<file path="src/rtl/csc_pkg.sv">
package csc_pkg;

  localparam int unsigned CSC_ITERATIONS = 16;
  localparam int unsigned CSC_MAX_ITER   = 16;
  localparam int unsigned CSC_W          = 16;
  localparam int unsigned CSC_RESID_W    = 14;

  localparam logic signed [CSC_W-1:0] CSC_GAIN_INIT = 16'sh4DBA;
  localparam logic signed [CSC_W-1:0] CSC_Q15_MAX   = 16'sh7FFF;
  localparam logic signed [CSC_W-1:0] CSC_Q15_MIN   = 16'sh8000;

  typedef enum logic [1:0] {
    QUAD_0 = 2'd0,
    QUAD_1 = 2'd1,
    QUAD_2 = 2'd2,
    QUAD_3 = 2'd3
  } csc_quad_t;

  // one item as it moves down the rotation pipeline
  typedef struct packed {
    csc_quad_t               quad;
    logic signed [CSC_W-1:0] ang;
    logic signed [CSC_W-1:0] x;
    logic signed [CSC_W-1:0] y;
  } csc_beat_t;

  // arctangent of 2^-i, full turn = 65536
  function automatic logic signed [CSC_W-1:0] csc_atan(input logic [3:0] idx);
    logic signed [CSC_W-1:0] v;
    case (idx)
      4'd0:    v = 16'sh2000;
      4'd1:    v = 16'sh12E4;
      4'd2:    v = 16'sh09FB;
      4'd3:    v = 16'sh0511;
      4'd4:    v = 16'sh028B;
      4'd5:    v = 16'sh0146;
      4'd6:    v = 16'sh00A3;
      4'd7:    v = 16'sh0051;
      4'd8:    v = 16'sh0029;
      4'd9:    v = 16'sh0014;
      4'd10:   v = 16'sh000A;
      4'd11:   v = 16'sh0005;
      4'd12:   v = 16'sh0003;
      4'd13:   v = 16'sh0001;
      4'd14:   v = 16'sh0001;
      default: v = 16'sh0000;
    endcase
    return v;
  endfunction

  // clamp a 17-bit sum to q15
  function automatic logic signed [CSC_W-1:0] csc_sat(input logic signed [CSC_W:0] v);
    logic signed [CSC_W-1:0] r;
    if (v[CSC_W] != v[CSC_W-1]) begin
      r = v[CSC_W] ? CSC_Q15_MIN : CSC_Q15_MAX;
    end else begin
      r = v[CSC_W-1:0];
    end
    return r;
  endfunction

  // saturating negation
  function automatic logic signed [CSC_W-1:0] csc_neg(input logic signed [CSC_W-1:0] v);
    return csc_sat(-{v[CSC_W-1], v});
  endfunction

endpackage

</file>
<file path="src/rtl/csc_stage.sv">
module csc_stage
  import csc_pkg::*;
#(
  parameter int unsigned IDX = 0
) (
  input  logic      clk,
  input  logic      rst,
  input  logic      in_valid,
  output logic      in_ready,
  input  csc_beat_t in_beat,
  output logic      out_valid,
  input  logic      out_ready,
  output csc_beat_t out_beat
);

  localparam logic [3:0] SHIFT = 4'(IDX % CSC_MAX_ITER);

  logic                    valid;
  csc_beat_t               beat;
  csc_beat_t               beat_next;
  logic signed [CSC_W-1:0] xs;
  logic signed [CSC_W-1:0] ys;
  logic signed [CSC_W-1:0] step;

  assign in_ready = !valid || out_ready;

  always_comb begin
    xs   = in_beat.x >>> SHIFT;
    ys   = in_beat.y >>> SHIFT;
    step = csc_atan(SHIFT);
    beat_next.quad = in_beat.quad;
    if (!in_beat.ang[CSC_W-1]) begin
      beat_next.x   = csc_sat({in_beat.x[CSC_W-1], in_beat.x} - {ys[CSC_W-1], ys});
      beat_next.y   = csc_sat({in_beat.y[CSC_W-1], in_beat.y} + {xs[CSC_W-1], xs});
      beat_next.ang = in_beat.ang - step;
    end else begin
      beat_next.x   = csc_sat({in_beat.x[CSC_W-1], in_beat.x} + {ys[CSC_W-1], ys});
      beat_next.y   = csc_sat({in_beat.y[CSC_W-1], in_beat.y} - {xs[CSC_W-1], xs});
      beat_next.ang = in_beat.ang + step;
    end
  end

  always_ff @(posedge clk) begin
    if (rst) begin
      valid <= 1'b0;
    end else if (in_ready) begin
      valid <= in_valid;
    end
  end

  always_ff @(posedge clk) begin
    if (in_ready && in_valid) begin
      beat <= beat_next;
    end
  end

  assign out_valid = valid;
  assign out_beat  = beat;

endmodule

</file>
<file path="config.mk">
export PLATFORM = sky130hd
export DESIGN_NAME = csc_stage
export DESIGN_NICKNAME = d
export VERILOG_FILES = /design/src/rtl/csc_pkg.sv /design/src/rtl/csc_stage.sv
export SDC_FILE = /design/constraint.sdc
export NUM_CORES = 1
export LEC_CHECK = 0
export BUFFER_PORTS_ARGS = -buffer_cell sky130_fd_sc_hd__buf_2
export CAP_MARGIN = 10
export CORE_MARGIN = 2
export CORE_UTILIZATION = 51
export DETAILED_ROUTE_END_ITERATION = 7
export GPL_TIMING_DRIVEN = 0
export HOLD_SLACK_MARGIN = 0.03
export PLACE_DENSITY = 0.87
export RECOVER_POWER = 25
export SLEW_MARGIN = 30
export SYNTH_ARGS = -nofsm -noshare
export SYNTH_HDL_FRONTEND = slang
export SYNTH_SLANG_ARGS = --single-unit
</file>
<file path="constraint.sdc">
create_clock -name clk -period 4.6 [get_ports clk]
set_clock_uncertainty 0.05 [all_clocks]
set_input_delay 0.23 -clock clk [delete_from_list [all_inputs] [get_ports clk]]
set_output_delay 0.23 -clock clk [all_outputs]
set_load 0.1 [all_outputs]
</file>
# Word level (Yosys, flattened, before mapping)

Index checks and enable logic that the tools add are counted.

$add $sub $neg: 5
Eq/ne operators: 3
Mux-type cells: 7
Reduce and logical (&&, ||, !) cells: 3

Operators by type and width:

| cell                     | number |
|---|---|
| $mux W16                 | 6 |
| $mux W48                 | 1 |
| $sub A16 B16 Y17         | 2 |
| $add A16 B16 Y17         | 1 |
| $add A16 B15 Y16 const B | 1 |
| $sub A16 B15 Y16 const B | 1 |
| $ne A1 B1 Y1             | 3 |
| $logic_and A1 B1 Y1      | 1 |
| $logic_not A1 Y1         | 1 |
| $logic_or A1 B1 Y1       | 1 |

Register bits after elaboration: 51
Output and inout bits: 52
Logic and storage cells: 23

# Depth between registers and ports, before layout

Depth in word-level cells: 4
Gate-level depth with buffers: 16

# Least setup slack after synthesis

OpenSTA, ideal clock, no wires.

Path type: register -> register
From: register valid, in the netlist out_valid
To: register beat, in the netlist out_beat[0] (enable)
Setup time: 412 ps
Arrival time: 2878 ps
Slack: 1260 ps
Cell stages (with the launch flop): 3
Path buffers: 0
Period minus slack after synthesis: 3340 ps
Cell sequence: dfxtp_1 -> nand2b_1 -> and2_1

Cells in the longest elaborated chain, start to end: 3

RTL lines:

| item                   | line            | RTL |
|---|---|---|
| from (decl)            | csc_stage.sv:18 | `logic valid;` |
| from (signal assigned) | csc_stage.sv:47 | `valid <= in_valid;` |
| $logic_not A1 Y1       | csc_stage.sv:25 | `assign in_ready = !valid \|\| out_ready;` |
| $logic_or A1 B1 Y1     | csc_stage.sv:25 |  |
| via in_ready           | csc_stage.sv:9  | `output logic in_ready,` |
| $logic_and A1 B1 Y1    | csc_stage.sv:52 | `if (in_ready && in_valid) begin` |
| to (signal assigned)   | csc_stage.sv:53 | `beat <= beat_next;` |
| to (decl)              | csc_stage.sv:19 | `csc_beat_t beat;` |

The timed path passes the listed nets, and every way through them passes these cells.
A chain may end at the register's enable or synchronous reset.

==> results.toml <==
[clock_network]
postCtsHoldBufs = 0
clockBufferDepth = 2
clk_pin_slew_worst_paths_ns = 0.09
root_buffer = "clkbuf_8"
post_cts_buffers = 0
clk-insertion-delay-late_ns = 0.28
clock_sinks = 51
numCtsBuffers = 5
tritoncts = "built"
cts.htree.levels = 2
ctsResizeCount = 0

[sta]
fin_setup_tns_ns = 0
fin_crit_ns = 3.82
fmax_mhz = 262
setup_viol = 0
fin_ws_ns = 0.780
rsz0062_at_grt = "false"
slew_violations = 0
finalCritPeriodShare = 0.830
worst_slew_pin_slew_ns = 1.18
final_hold_viol_count = 0
slew_headroom = 0.214

[floorplan]
dieArea_um2 = 10100
initial_core_util = 0.520
die_y_um = 100
num_io_pins = 106
dieWidth_um = 100
core-area_um2 = 9110
floorplan.rows = 35

[logic_synthesis]
synth_area_um2 = 4740
ys_ff_latch = 51
synth_cell_types = 76
yosys_warnings = 0
synthTopCellsByArea = "edfxtp_1 32%, ha_1 13%, xnor2_1 4.3%"
syn_area_per_cell_um2 = 9.42
synth_top_flop_cell = "edfxtp_1"
synth_edf_count = 50
syn_inst = 503
synth_top_cell_by_area = "edfxtp_1"
async_flop_share = 0
ys_seq_area_frac = 0.321
synth_nets = 611
synth_top_area_frac = 0.317

[global_routing]
grt_usage = 0.239
grt.overflow.total = 0
grt_first_pass_wirelength_um = 19600
grt_max_degree = 51
antenna_found_initial = 0
grt_pass1_vias = 4030

[power_and_ir_drop]
p_int_uw = 986
swShare = 0.495
power_frac_seq = 0.310
ir_worst_vdd_mv = 0.212
power_per_cell_area_nw_per_um2 = 357
p_sw_uw = 967
p_leak_uw = 0.00237
pwr-share-clk = 0.121
combPwrFrac = 0.569

[routing]
route.detailed.drc = 0
first_iter_violations = 227
vias = 4133
ant_nets = 0
dr.pass1.iters = 7
vias_per_cell = 5.69
wl_per_cell_um = 16.3
wirelength_um = 11900

[critical_path]
worst-path-max-fanout = 10
critPathLaunchType = "primary input"
crit_type = "in -> reg"
crit_path_end_kind = "flop"
critPathArrivalTime_ns = 3.89
worstPathRequired_ns = 4.67

[placed_design]
place_area_um2 = 5410
gp_congestion = 0.921
numPortBuffers = 105
post-place-ws_ns = 0.532
dp_hpwl_um = 9880

[layout]
final_cell_area_um2 = 5460
layout_commonest_cell = "buf_2"
drive_gt1_frac = 0.227
n_antenna_cell = 0
synthToLayoutAreaGrowth_pct = 15.3
final_nets = 723
mostFrequentLayoutCells = "94 x buf_2, 50 x ha_1, 50 x edfxtp_1"

[run]
maxCapViolations = 0

[min_path]
hp-class = "in -> reg"

[run_status]
outcome = "finished clean"
==> flip-flops by register name, summed over array words and instances (netlist names) <==
signal	count
out_valid	1
out_beat	50
==> power by group through the flow <==
| stage | Sequential (uW) | Clock [uW] | Combinational (uW) |
|---|---|---|---|
| 2_1_floorplan | 1020 | 0 | 481 |
| 3_3_place_gp | 616 | 0 | 1080 |
| 3_5_place_dp | 616 | 0 | 1100 |
| 4_1_cts | 606 | 244 | 1110 |
| 5_1_grt | 613 | 259 | 1180 |
| 6_report | 606 | 236 | 1110 |
==> final cells by class <==
| type | instances | area [um^2] |
|---|---|---|
| fill | 819 | 3650 |
| multi-input combinational | 378 | 2900 |
| sequential | 51 | 1520 |
| timing repair buffer | 105 | 498 |
| inverter | 51 | 191 |
| tap | 111 | 139 |
| buffer | 23 | 130 |
| clock buffer | 5 | 68.8 |
| clock inverter | 3 | 15.0 |
==> routing by layer <==
metal,track usage,share of wire,vias to the layer above
met4,0.0811,0.022,0
met3,0.0279,0.059,19
met2,0.402,0.47,160
met5,0,0,-
li1,-,-,2034
met1,0.321,0.45,1920
==> synthesized netlist by cell type, types with 2 or more instances <==
cell type	count
nand3_1	10
xor2_1	9
o22ai_1	2
nand2_2	2
and3_1	3
nor3_1	10
fa_1	4
nor2b_1	9
a221oi_2	2
o31ai_2	2
buf_4	2
o21ai_1	7
o21ai_0	19
o21ai_2	2
a211oi_1	3
inv_1	46
a21boi_0	2
a31oi_2	2
a31oi_1	6
inv_2	4
o21bai_1	7
a222oi_1	2
nor2_2	3
buf_6	3
o2bb2ai_1	6
a31oi_4	2
nor4_1	5
nand2b_1	13
o21a_1	11
nor2_1	47
a221o_1	10
buf_2	11
a21o_1	8
o221ai_1	2
nand4_1	2
a21oi_1	33
xnor2_1	23
and2_1	8
a22o_1	3
clkbuf_1	7
ha_1	50
o31ai_1	2
edfxtp_1	50
a211oi_2	2
nand2_1	16
==> worst max-delay path: stages <==
cell       delay, ns
buf_2           0.11
inv_1           0.05
ha_1            0.35
buf_2           0.21
a2111o_1        0.38
o22a_1          0.24
a21o_1          0.19
a21oi_1         0.23
o21ai_0         0.16
xor2_1          0.18
ha_1            0.29
clkbuf_1        0.37
nor2b_1         0.35
buf_2           0.28
nor2_1          0.08
o2bb2ai_1       0.20
==> through the flow <==
step / hold WS [ns] / instances / utilization / power (uW)
finish: 0.0412 / 727 / 0.600 / 1950
global route: 0.0341 / 727 / 0.600 / 2050
CTS: 0.0317 / 727 / 0.603 / 1960
detailed placement: 0.345 / 719 / 0.594 / 1720
global placement: 0.343 / 719 / 0.593 / 1700
floorplan: 0.249 / 503 / - / 1500
==> cells by family (layout without fill, tap and decap cells) <==
logic type / count (synthesis) / count (layout) / share of synthesized area
DFF: 51 / 51 / 0.321
xor gates and xnor gates: 33 / 33 / 0.0626
buffers and inverters: 74 / 187 / 0.0678
and+or+nand+nor: 136 / 136 / 0.145
adders and majority gates: 55 / 55 / 0.151
AOI/OAI and AO/OA: 153 / 153 / 0.251
muxes: 1 / 1 / 0.00211
==> worst paths after layout <==
path,startpoint,end,slack (ns),depth (start not counted)
min,rst,out_valid$_SDFFE_PP0N_,0.04,2
max,in_beat[6],out_beat[8]$_DFFE_PP_,0.78,16
max reg2reg,out_valid$_SDFFE_PP0N_,out_beat[22]$_DFFE_PP_,3.19,2
min reg2reg,out_valid$_SDFFE_PP0N_,out_valid$_SDFFE_PP0N_,0.49,2
(Power assumes the default switching activity.)
