[config.mk]
export PLATFORM = sky130hd
export DESIGN_NAME = csc_out
export DESIGN_NICKNAME = d
export VERILOG_FILES = /design/src/rtl/csc_pkg.sv /design/src/rtl/csc_out.sv
export SDC_FILE = /design/constraint.sdc
export NUM_CORES = 1
export LEC_CHECK = 0
export BUFFER_PORTS_ARGS = -buffer_cell sky130_fd_sc_hd__buf_2
export CAP_MARGIN = 20
export CORE_UTILIZATION = 50
export DETAILED_ROUTE_END_ITERATION = 6
export HOLD_SLACK_MARGIN = 0.1
export PLACE_DENSITY_LB_ADDON = 0.3
export SLEW_MARGIN = 20
export SYNTH_ARGS = -nofsm -noshare
export SYNTH_HDL_FRONTEND = slang
export SYNTH_SLANG_ARGS = --single-unit
[constraint.sdc]
create_clock -name clk -period 6 [get_ports clk]
set_input_delay 0.9 -clock clk [delete_from_list [all_inputs] [get_ports clk]]
set_output_delay 0.9 -clock clk [all_outputs]
set_load 0.02 [all_outputs]
[src/rtl/csc_pkg.sv]
package csc_pkg;

  localparam int unsigned CSC_ITERATIONS = 16;
  localparam int unsigned CSC_MAX_ITER   = 16;
  localparam int unsigned CSC_W          = 16;
  localparam int unsigned CSC_RESID_W    = 14;

  localparam logic signed [CSC_W-1:0] CSC_GAIN_INIT = 16'sh4DBA;
  localparam logic signed [CSC_W-1:0] CSC_Q15_MAX   = 16'sh7FFF;
  localparam logic signed [CSC_W-1:0] CSC_Q15_MIN   = 16'sh8000;

  typedef enum logic [1:0] {
    QUAD_0 = 2'd0,
    QUAD_1 = 2'd1,
    QUAD_2 = 2'd2,
    QUAD_3 = 2'd3
  } csc_quad_t;

  // one item as it moves down the rotation pipeline
  typedef struct packed {
    csc_quad_t               quad;
    logic signed [CSC_W-1:0] ang;
    logic signed [CSC_W-1:0] x;
    logic signed [CSC_W-1:0] y;
  } csc_beat_t;

  // arctangent of 2^-i, full turn = 65536
  function automatic logic signed [CSC_W-1:0] csc_atan(input logic [3:0] idx);
    logic signed [CSC_W-1:0] v;
    case (idx)
      4'd0:    v = 16'sh2000;
      4'd1:    v = 16'sh12E4;
      4'd2:    v = 16'sh09FB;
      4'd3:    v = 16'sh0511;
      4'd4:    v = 16'sh028B;
      4'd5:    v = 16'sh0146;
      4'd6:    v = 16'sh00A3;
      4'd7:    v = 16'sh0051;
      4'd8:    v = 16'sh0029;
      4'd9:    v = 16'sh0014;
      4'd10:   v = 16'sh000A;
      4'd11:   v = 16'sh0005;
      4'd12:   v = 16'sh0003;
      4'd13:   v = 16'sh0001;
      4'd14:   v = 16'sh0001;
      default: v = 16'sh0000;
    endcase
    return v;
  endfunction

  // clamp a 17-bit sum to q15
  function automatic logic signed [CSC_W-1:0] csc_sat(input logic signed [CSC_W:0] v);
    logic signed [CSC_W-1:0] r;
    if (v[CSC_W] != v[CSC_W-1]) begin
      r = v[CSC_W] ? CSC_Q15_MIN : CSC_Q15_MAX;
    end else begin
      r = v[CSC_W-1:0];
    end
    return r;
  endfunction

  // saturating negation
  function automatic logic signed [CSC_W-1:0] csc_neg(input logic signed [CSC_W-1:0] v);
    return csc_sat(-{v[CSC_W-1], v});
  endfunction

endpackage

[src/rtl/csc_out.sv]
module csc_out
  import csc_pkg::*;
(
  input  logic                    clk,
  input  logic                    rst,
  input  logic                    in_valid,
  output logic                    in_ready,
  input  csc_beat_t               in_beat,
  output logic                    out_valid,
  input  logic                    out_ready,
  output logic signed [CSC_W-1:0] out_cos,
  output logic signed [CSC_W-1:0] out_sin
);

  logic                    valid;
  logic signed [CSC_W-1:0] cos_q;
  logic signed [CSC_W-1:0] sin_q;
  logic                    skid_valid;
  logic signed [CSC_W-1:0] skid_cos;
  logic signed [CSC_W-1:0] skid_sin;
  logic signed [CSC_W-1:0] cos_next;
  logic signed [CSC_W-1:0] sin_next;

  // fold the rotated vector back into its quadrant
  always_comb begin
    case (in_beat.quad)
      QUAD_0: begin
        cos_next = in_beat.x;
        sin_next = in_beat.y;
      end
      QUAD_1: begin
        cos_next = csc_neg(in_beat.y);
        sin_next = in_beat.x;
      end
      QUAD_2: begin
        cos_next = csc_neg(in_beat.x);
        sin_next = csc_neg(in_beat.y);
      end
      default: begin
        cos_next = in_beat.y;
        sin_next = csc_neg(in_beat.x);
      end
    endcase
  end

  assign in_ready = !skid_valid;

  always_ff @(posedge clk) begin
    if (rst) begin
      valid      <= 1'b0;
      skid_valid <= 1'b0;
    end else if (out_ready || !valid) begin
      if (skid_valid) begin
        valid      <= 1'b1;
        skid_valid <= 1'b0;
      end else begin
        valid <= in_valid;
      end
    end else if (in_valid && in_ready) begin
      skid_valid <= 1'b1;
    end
  end

  always_ff @(posedge clk) begin
    if (out_ready || !valid) begin
      if (skid_valid) begin
        cos_q <= skid_cos;
        sin_q <= skid_sin;
      end else if (in_valid) begin
        cos_q <= cos_next;
        sin_q <= sin_next;
      end
    end else if (in_valid && in_ready) begin
      skid_cos <= cos_next;
      skid_sin <= sin_next;
    end
  end

  assign out_valid = valid;
  assign out_cos   = cos_q;
  assign out_sin   = sin_q;

endmodule

# After elaboration in Yosys (flattened, before gate mapping)
# Index checks and enable logic that the tools add are counted.
# classes
add_sub_neg	2
eq_ne	4
muxes	11
bitwise	1
n_reduce_logical	9
# ops
operator	count
16-bit two-way mux	8
16-bit one-hot mux with 3 select lines	2
17-bit negation	2
2-bit AND reduction	2
2-bit by 1-bit == test with 1-bit output (second input constant)	1
2-bit == test (second input constant)	1
1-bit zero test	2
2-bit zero test	1
1-bit != test	2
2-bit nonzero test	1
2-bit OR reduction	1
1-bit logical AND	1
1-bit logical OR	1
1-bit two-way mux	1
1-bit NOT	1
# word_totals
register_bits	66
inputBits	54
out_inout_bits	34
elab_cells	33

# Logic depth before layout (Yosys ltp)
# Gate-level depths: netlist of the first run.
# depth
ltp_word	6
depth_mapped	10
mapped_depth_nobuf	8

# Worst setup path after synthesis of the first run
# Ideal clock, no wire load.
# synth_path
path_kind	input to register
startpoint	in out_ready
endpoint	reg skid_cos[0] (enable)
setup_time_ps	468
arrival_time_ps	3491
t_required_ps	5532
path_slack_ps	2041
stages	2
n_path_buf	0
cell_sequence	nand2b_1 > nor3b_1
# synth_between
elab_chain_len	3
# synth_lines
element	line	rtl
start, declared	csc_out.sv:10	input logic out_ready,
1-bit logical OR	csc_out.sv:65	if (out_ready || !valid) begin
1-bit NOT (no source line)	--	
2-bit AND reduction (no source line)	--	
end signal, assigned	csc_out.sv:74	skid_cos <= cos_next;
end, declared	csc_out.sv:19	logic signed [CSC_W-1:0] skid_cos;
# Every way passes these cells.
# A chain may end at the register's enable or synchronous reset.

# Worst setup path in the final report of the first run
# layout_path
startpoint	in in_beat[0] in the netlist's numbering
endpoint	reg cos_q[10] (netlist: out_cos[10]), data pin
# layout_between
elab_chain_len	6
elab_cells_between_ends	7
classes_between	add/sub: 1; eq/ne: 1; mux: 5
# layout_lines
element	line	rtl
start, declared	csc_out.sv:8	input csc_beat_t in_beat,
17-bit negation (*)	csc_pkg.sv:64	return csc_sat(-{v[CSC_W-1], v});
16-bit two-way mux or 1-bit != test (tied branches)	csc_pkg.sv:55, csc_pkg.sv:54	
16-bit two-way mux (*)	csc_pkg.sv:54	if (v[CSC_W] != v[CSC_W-1]) begin
16-bit one-hot mux with 3 select lines (*)	csc_out.sv:26	case (in_beat.quad)
named net cos_next[10]	csc_out.sv:21	logic signed [CSC_W-1:0] cos_next;
16-bit two-way mux (*)	csc_out.sv:69	end else if (in_valid) begin
16-bit two-way mux (*)	csc_out.sv:66	if (skid_valid) begin
end signal, assigned	csc_out.sv:67	cos_q <= skid_cos;
end signal, assigned	csc_out.sv:70	cos_q <= cos_next;
end, declared	csc_out.sv:16	logic signed [CSC_W-1:0] cos_q;
# Mark *: on every way through the listed nets, which the timed path passes. The rest lies on a longest branch. The select of a mux whose other input is x is not followed.

==> flow_summary.ini, run 1 <==
[run_status]
outcome = completed

[layout]
n_antenna_cell = 0
fin_util_pct = 59.12
fillers = 741
area_growth_pct = 12.89
finalNonFillerCells = 582
layout-drive-gt1-share_pct = 29.14
nets = 528

[floorplanning]
die_height_um = 95.47
dieArea_um2 = 9114
die-width_um = 95.47
num_rows = 33
initial_core_util_pct = 52.37
ios = 88
core_area_um2 = 8341

[setup_path]
r2r_slack_ps = 4010
reg2reg_from = skid_valid
worstRegToRegCells = 3
slowest_delay_ps = 730
path_cells = buf_2 -> inv_1 -> ha_1 -> or4b_2 -> nor4_1 -> o32ai_2 -> a222oi_1 -> o21ai_0 -> mux2_2
r2r_end = out_cos[12]
slowest_stage = or4b_2
crit_type = in -> reg
cp.arrival_ps = 3600
crit_path_end = out_cos[10]
critPathLaunchType = primary input
crit_start = in_beat[0]
cp_max_fo = 8
cp-end-kind = flip-flop
required_ps = 6100

[grt]
antenna_found_initial = 0
grt_max_degree = 33
grt_util_all_layers_pct = 26.89
grt_pass1_wl_mm = 18.17
grt_pass1_vias = 3464
gr-total-overflow = 0

[drt]
ant_nets = 0
finalWirelength_mm = 11.92
num_vias = 3830
remaining_drc_errors = 0
viasPerCell = 6.581
firstDrtPassIters = 7
wl_per_cell_um = 20.47
drtIter0Drc = 433

[synth]
avgSynthCellArea_um2 = 10.38
synth-main-ff-cell = edfxtp_1
async_flop_share_pct = 0
syn_nets = 477
synth_seq_cells = 66
synth_warnings = 0
syn_area_um2 = 4368
seq_area_frac_synth_pct = 44.92
synth_cell_types = 73
synthCells = 421
synth-edff-count = 64

[sta]
finalHoldViolations = 0
skew_ps = 11.88
relSlewSlack_pct = 36.65
period_needed_ps = 3501
hold_slack_ps = 529.4
setup_violations = 0
slew_violations = 0
rsz0062_at_grt = false
final.period_utilization_pct = 58.35
fin_setup_tns_ps = 0
max_freq_mhz = 285.6
worst_pin_slew_ps = 946.7

[place]
placed_cells = 566
gp_congestion = 0.9600
io_buffers = 71
dp_hpwl_mm = 8.564

[clock_tree]
h-tree-depth = 3
ctsHoldBuffers = 0
clockRootBuffer = clkbuf_8
clock_path_buffers = 2
cts_buffers = 9
postCtsSetupBuffers = 0
insertion_delay_ps = 350
cts_tree = done
clkSinkCount = 66
ctsResizeCount = 0
clk_pin_slew_worst_paths_ps = 80

[min_path]
hold_path_class = reg -> reg

[power]
irDropWorstVdd_mv = 0.09321
power.density_nw_per_um2 = 234.8
power.leakage_nw = 1.738

[flow_run]
cap_viol_max_count = 0
registers in the layout (all words and copies together), names as in the netlist:
register and count:
skid_valid 1, out_sin 16, out_valid 1, out_cos 16, skid_sin 16, skid_cos 16
critical path, delay by kind of cell:
family,cells,cell delay (ps)
AND/OR/NAND/NOR,2,1010
AO/OA/AOI/OAI,3,860
multiplexers,1,320
adder cells (fa/ha/maj),1,270
buffers and inverters,2,250
final cells by class:
type,count,area [um2],share of cell area [%]
clock inverters,5,55.05,1.116
well taps,105,131.4,2.664
repair buffers,73,370.4,7.511
inverters,9,33.78,0.6851
clock buffers,11,141.4,2.867
flip-flops and latches,66,1962,39.79
multi-input cells,313,2237,45.37
synthesized netlist by cell type, drive strengths merged (7+ instances only):
library cell  instances  area (um2)
edfxtp               64        1922
nor2                 37       141.4
nand2                31       116.4
o21ai                29       145.1
clkbuf               24       90.09
mux2                 24       274.0
a21oi                19       95.09
nor3                 15       91.34
nor4                 10       77.57
xnor2                10       87.58
buf                   9       55.05
inv                   9       33.78
nand3                 8       45.04
or3                   8       50.05
mux2i                 7       70.07
layer usage:
metal | global-route usage [%] | share of wire (%)
met3 | 7.815 | 10
met4 | 9.826 | 2.0
met5 | 0 | 0
met2 | 40.30 | 46
met1 | 36.78 | 42
cells in the final DEF (no fill, tap or decap), types with 4 or more instances in the layout:
master    Yosys  final
buf_2         5     71
edfxtp_1     64     64
nor2_1       36     35
nand2_1      31     31
o21ai_0      29     29
mux2_2       23     23
a21oi_1      19     19
nor3_1       13     13
xnor2_1      10     10
clkbuf_8      0     10
nor4_1        9      9
inv_1         8      8
or3_1         8      8
nand3_1       7      7
mux2i_1       7      7
xor2_1        6      6
mux4_2        6      6
o31ai_1       5      5
a22oi_1       5      5
o211ai_1      5      5
o221ai_1      5      5
and3_1        4      4
or4_1         4      4
o31a_1        4      4
a32oi_1       4      4
o21a_1        4      4
a31oi_1       4      4
a221oi_1      4      4
logic make-up (layout without fill, tap and decap cells):
kind of cell,after synthesis,in the layout,share of synthesized area [%]
and+or+nand+nor,142,142,17.45
adders and majority gates,2,2,0.5728
AOI/OAI and AO/OA,116,116,18.79
DFF,66,66,44.92
muxes,37,37,10.97
buffers and inverters,42,98,4.096
xor gates and xnor gates,16,16,3.208
power by group:
part	internal [mW]	total, mW	switching [mW]
Combinational	0.0853	0.233	0.148
Clock	0.202	0.374	0.173
Sequential	0.544	0.550	0.00634
worst min path at each step:
stage,from,to,depth (start not counted)
2_1_floorplan,skid_cos[8],out_cos[8],2
3_3_place_gp,skid_cos[8],out_cos[8],2
3_5_place_dp,skid_sin[1],out_sin[1],2
4_1_cts,skid_cos[8],out_cos[8],2
5_1_grt,skid_cos[7],out_cos[7],1
6_report,skid_cos[8],out_cos[8],2
metrics by stage:
stage	area, um2	total power [mW]	worst slack (ps)
6_report	4931	1.158	2499
5_1_grt	4931	1.198	2424
4_1_cts	4928	1.157	2413
3_5_place_dp	4732	0.7886	2060
3_3_place_gp	4732	0.7805	2115
2_1_floorplan	4368	0.7136	2041
Power figures use the tool's default switching activity.
==> inputs of run 2 (changes only) <==
==> constraint.sdc (replaced) <==
create_clock -name clk -period 3.1 [get_ports clk]
set_input_delay 0.465 -clock clk [delete_from_list [all_inputs] [get_ports clk]]
set_output_delay 0.465 -clock clk [all_outputs]
set_load 0.02 [all_outputs]
==> flow_summary.ini, run 2 (same netlist as run 1, synthesis figures left out) <==
[drt]
firstDrtPassIters = 6
wl_per_cell_um = 20.14
num_vias = 3937
remaining_drc_errors = 0
drtIter0Drc = 464
viasPerCell = 6.423
finalWirelength_mm = 12.35
ant_nets = 0

[flow_run]
cap_viol_max_count = 0

[grt]
gr-total-overflow = 0
antenna_found_initial = 0
grt.busiest_layer = met2
grtUsageMet1_pct = 40.53
met3_usage_pct = 5.183
use_met2_pct = 42.32
grt_util_all_layers_pct = 28.11
grt_pass1_vias = 3534
grt_max_degree = 33
grt_pass1_wl_mm = 18.91

[floorplanning]
dieArea_um2 = 9114
ios = 88
core_area_um2 = 8341
num_rows = 33
die_height_um = 95.47
die-width_um = 95.47
initial_core_util_pct = 52.37

[place]
gp_congestion = 0.9522
dp_hpwl_mm = 9.102
io_buffers = 71

[clock_tree]
clk_pin_slew_worst_paths_ps = 80
insertion_delay_ps = 360
clockRootBuffer = clkbuf_8
clkSinkCount = 66
postCtsSetupBuffers = 0
ctsResizeCount = 0
ctsHoldBuffers = 0
cts_tree = done
h-tree-depth = 3
cts_buffers = 9
clock_path_buffers = 2

[sta]
worst_pin_slew_ps = 916.7
final.period_utilization_pct = 87.08
max_freq_mhz = 370.4
relSlewSlack_pct = 38.66
skew_ps = 10.81
period_needed_ps = 2700
fin_setup_tns_ps = 0
finalHoldViolations = 0
slew_violations = 0
rsz0062_at_grt = false
setup_violations = 0

[layout]
layout_commonest_cell = buf_2
final_cell_mix = buf_2 (71), edfxtp_1 (64), nor2_1 (36)
nets = 559
n_antenna_cell = 0
fillers = 706
area_growth_pct = 18.79
fin_util_pct = 62.21
layout-drive-gt1-share_pct = 33.27

[setup_path]
critPathLaunchType = primary input
slowest_stage = or3b_2
cp_max_fo = 6
cp-end-kind = flip-flop
r2r_slack_ps = 1100
slowest_delay_ps = 570
required_ps = 3220
worstRegToRegCells = 3
cp.arrival_ps = 2820
path_cells = buf_2 -> inv_1 -> ha_1 -> or3b_2 -> or3_1 -> o311ai_0 -> o211ai_1 -> mux2_2
crit_type = in -> reg

[power]
irDropWorstVdd_mv = 0.2553
power.leakage_nw = 1.902
power.density_nw_per_um2 = 452.2

[run_status]
outcome = completed

[min_path]
hold_path_class = in -> reg
whs_path_depth = 2
-- run 2: cell count changes in the layout (fill, tap and decap cells not counted), sizes merged --
cell | before | now
clkinvlp | 2 | 1
clkinv | 2 | 4
buf | 73 | 104
bufinv | 1 | 2
clkbuf | 11 | 9
-- run 2: area by class of cell --
class                      count  area [um2]  share of cell area [%]
tap                          105       131.4                   2.532
clock inverter                 7       93.84                   1.809
sequential                    66        1962                   37.81
inverter                       9       33.78                  0.6511
multi-input combinational    313        2241                   43.19
clock buffer                   9       123.9                   2.387
timing repair buffer         104       603.1                   11.62
-- run 2: path summary, 6_finish.rpt --
check,start,to
min reg2reg,skid_sin[9],out_sin[9]
max,in_beat[17],out_cos[6]
max reg2reg,skid_valid,out_cos[12]
min,rst,out_valid
-- run 2: power breakdown --
part           leakage (nW)  switching (mW)  internal (mW)
Clock                 0.107           0.355          0.451
Combinational          1.18           0.293          0.183
Sequential            0.618          0.0120           1.05
-- run 2: stage by stage --
stage | hold slack, ps | setup slack (ps) | power [mW] | std cells | cell area, um2
floorplan | 498.4 | 296.4 | 1.381 | 421 | 4373
global placement | 507.3 | 128.8 | 1.537 | 597 | 4971
detailed placement | 517.9 | 67.86 | 1.550 | 597 | 4971
CTS | 276.0 | 442.3 | 2.344 | 613 | 5189
global route | 291.4 | 284.5 | 2.426 | 613 | 5189
finish | 284.2 | 400.5 | 2.346 | 613 | 5189
-- run 2: worst max-delay path, delay by kind of cell --
family	cells	cell delay, ps
buf+inv	2	220
mux	1	310
fa+ha+maj	1	240
compound gates	2	630
simple gates	2	960
-- run 2: routing by layer --
layer  share of wire (%)  routed length, um  up-vias
met2                  45               5574      234
met1                  44               5447     1868
li1                    -                  -     1809
met5                   0                  0        -
met4                 2.0                246        0
met3                 8.7               1078       26
==> inputs of run 3 (changes only) <==
--- a/config.mk
+++ b/config.mk
@@ -11,6 +11,8 @@
 export DETAILED_ROUTE_END_ITERATION = 6
 export HOLD_SLACK_MARGIN = 0.1
 export PLACE_DENSITY_LB_ADDON = 0.3
+export RECOVER_POWER = 25
+export SKIP_LAST_GASP = 1
 export SLEW_MARGIN = 20
 export SYNTH_ARGS = -nofsm -noshare
 export SYNTH_HDL_FRONTEND = slang
==> flow_summary.ini, run 3 (same netlist as run 1, synthesis figures left out) <==
[sta]
final.period_utilization_pct = 86.00
rsz0062_at_grt = false
finalHoldViolations = 0
period_needed_ps = 2666
worst_pin_slew_ps = 1760
setup_violations = 0
fin_setup_tns_ps = 0
max_freq_mhz = 375.1
skew_ps = 9.480
relSlewSlack_pct = -17.36
slew_violations = 33

[clock_tree]
clockRootBuffer = clkbuf_8
clock_path_buffers = 2
clk_pin_slew_worst_paths_ps = 80
ctsHoldBuffers = 0
cts_buffers = 9
cts_tree = done
postCtsSetupBuffers = 0
clkSinkCount = 66
ctsResizeCount = 0
insertion_delay_ps = 350
h-tree-depth = 3

[setup_path]
critPathLaunchType = primary input
r2r_slack_ps = 610
worstRegToRegCells = 2
slowest_delay_ps = 570
reg2reg_from = skid_valid
crit_buf_inv = 2
required_ps = 3210
slowest_stage = or3b_2
r2r_end = skid_sin[11]
path_cells = buf_2 -> inv_1 -> ha_1 -> or3b_2 -> or3_1 -> o311ai_0 -> o211ai_1 -> mux2_2
crit_type = in -> reg
cp.arrival_ps = 2780
cp-end-kind = flip-flop
cp_max_fo = 6
cp_top_family = simple AND/OR/NAND/NOR gates

[drt]
wl_per_cell_um = 20.10
num_vias = 3938
drtIter0Drc = 447
remaining_drc_errors = 0
ant_nets = 0
finalWirelength_mm = 12.32
firstDrtPassIters = 6
viasPerCell = 6.424

[flow_run]
cap_viol_max_count = 1

[grt]
grtUsageMet1_pct = 40.53
met3_usage_pct = 5.183
grt_util_all_layers_pct = 28.11
gr-total-overflow = 0
use_met2_pct = 42.32
grt_max_degree = 33
grt_pass1_wl_mm = 18.91
grt.busiest_layer = met2
antenna_found_initial = 0
grt_pass1_vias = 3534

[layout]
finalNonFillerCells = 613
fin_util_pct = 61.67
layout_commonest_cell = edfxtp_1
stdcell_area_um2 = 5144
final_cell_mix = edfxtp_1 (64), buf_2 (38), nor2_1 (36)
layout-drive-gt1-share_pct = 26.57
n_antenna_cell = 0
fillers = 709
nets = 559
area_growth_pct = 17.76

[run_status]
violations = capacitance limit, slew limit
outcome = finished with violations

[floorplanning]
dieArea_um2 = 9114
ios = 88
die-width_um = 95.47
initial_core_util_pct = 52.37
die_height_um = 95.47
num_rows = 33
core_area_um2 = 8341

[power]
power.density_nw_per_um2 = 453.4
power.total_mw = 2.332
irDropWorstVdd_mv = 0.2529
power.leakage_nw = 1.806

[place]
io_buffers = 71
place_area_um2 = 4971
dp_hpwl_mm = 9.102
placed_cells = 597
gp_congestion = 0.9522

[min_path]
whs_path_depth = 2
hold_start = rst
hold_path_class = in -> reg
hold_end = out_valid
run 3: layout make-up:
class                           instances  area (um2)  share of cell area [%]
Clock buffer                            9       123.9                   2.408
Clock inverter                          7       93.84                   1.824
Inverter                                9       33.78                  0.6568
Multi-Input combinational cell        313        2241                   43.57
Sequential cell                        66        1962                   38.14
Tap cell                              105       131.4                   2.554
Timing Repair Buffer                  104       558.0                   10.85
run 3: worst register-to-register path, delay by kind of cell (launching register included):
kind	cells	cell delay, ps
simple gates	1	240
flops	1	540
buf+inv	1	1290
run 3: metal layers:
| metal | part of all wire, % | vias up |
|---|---|---|
| met5 | 0 | - |
| met4 | 1.7 | 0 |
| met3 | 8.7 | 21 |
| met2 | 45 | 227 |
| met1 | 44 | 1881 |
| li1 | - | 1809 |
run 3: report_power, final:
| group | internal (mW) | switching (mW) |
|---|---|---|
| Sequential | 1.05 | 0.0133 |
| Combinational | 0.172 | 0.293 |
| Clock | 0.451 | 0.351 |
run 3: worst max path at each step:
stage,start,to,slack [ps],depth (start not counted)
2_1_floorplan,in_beat[18],out_cos[9],300,8
3_3_place_gp,in_beat[0],out_cos[10],130,9
3_5_place_dp,in_beat[0],out_cos[10],70,9
4_1_cts,in_beat[0],out_cos[10],440,9
5_1_grt,in_beat[0],out_cos[10],280,9
6_report,in_beat[17],out_cos[6],430,8
run 3: stage by stage:
step / worst slack [ps] / hold slack (ps)
floorplan: 296.4 / 498.4
global route: 284.5 / 291.4
finish: 434.1 / 287.5
detailed placement: 67.86 / 517.9
CTS: 442.3 / 276.0
global placement: 128.8 / 507.3
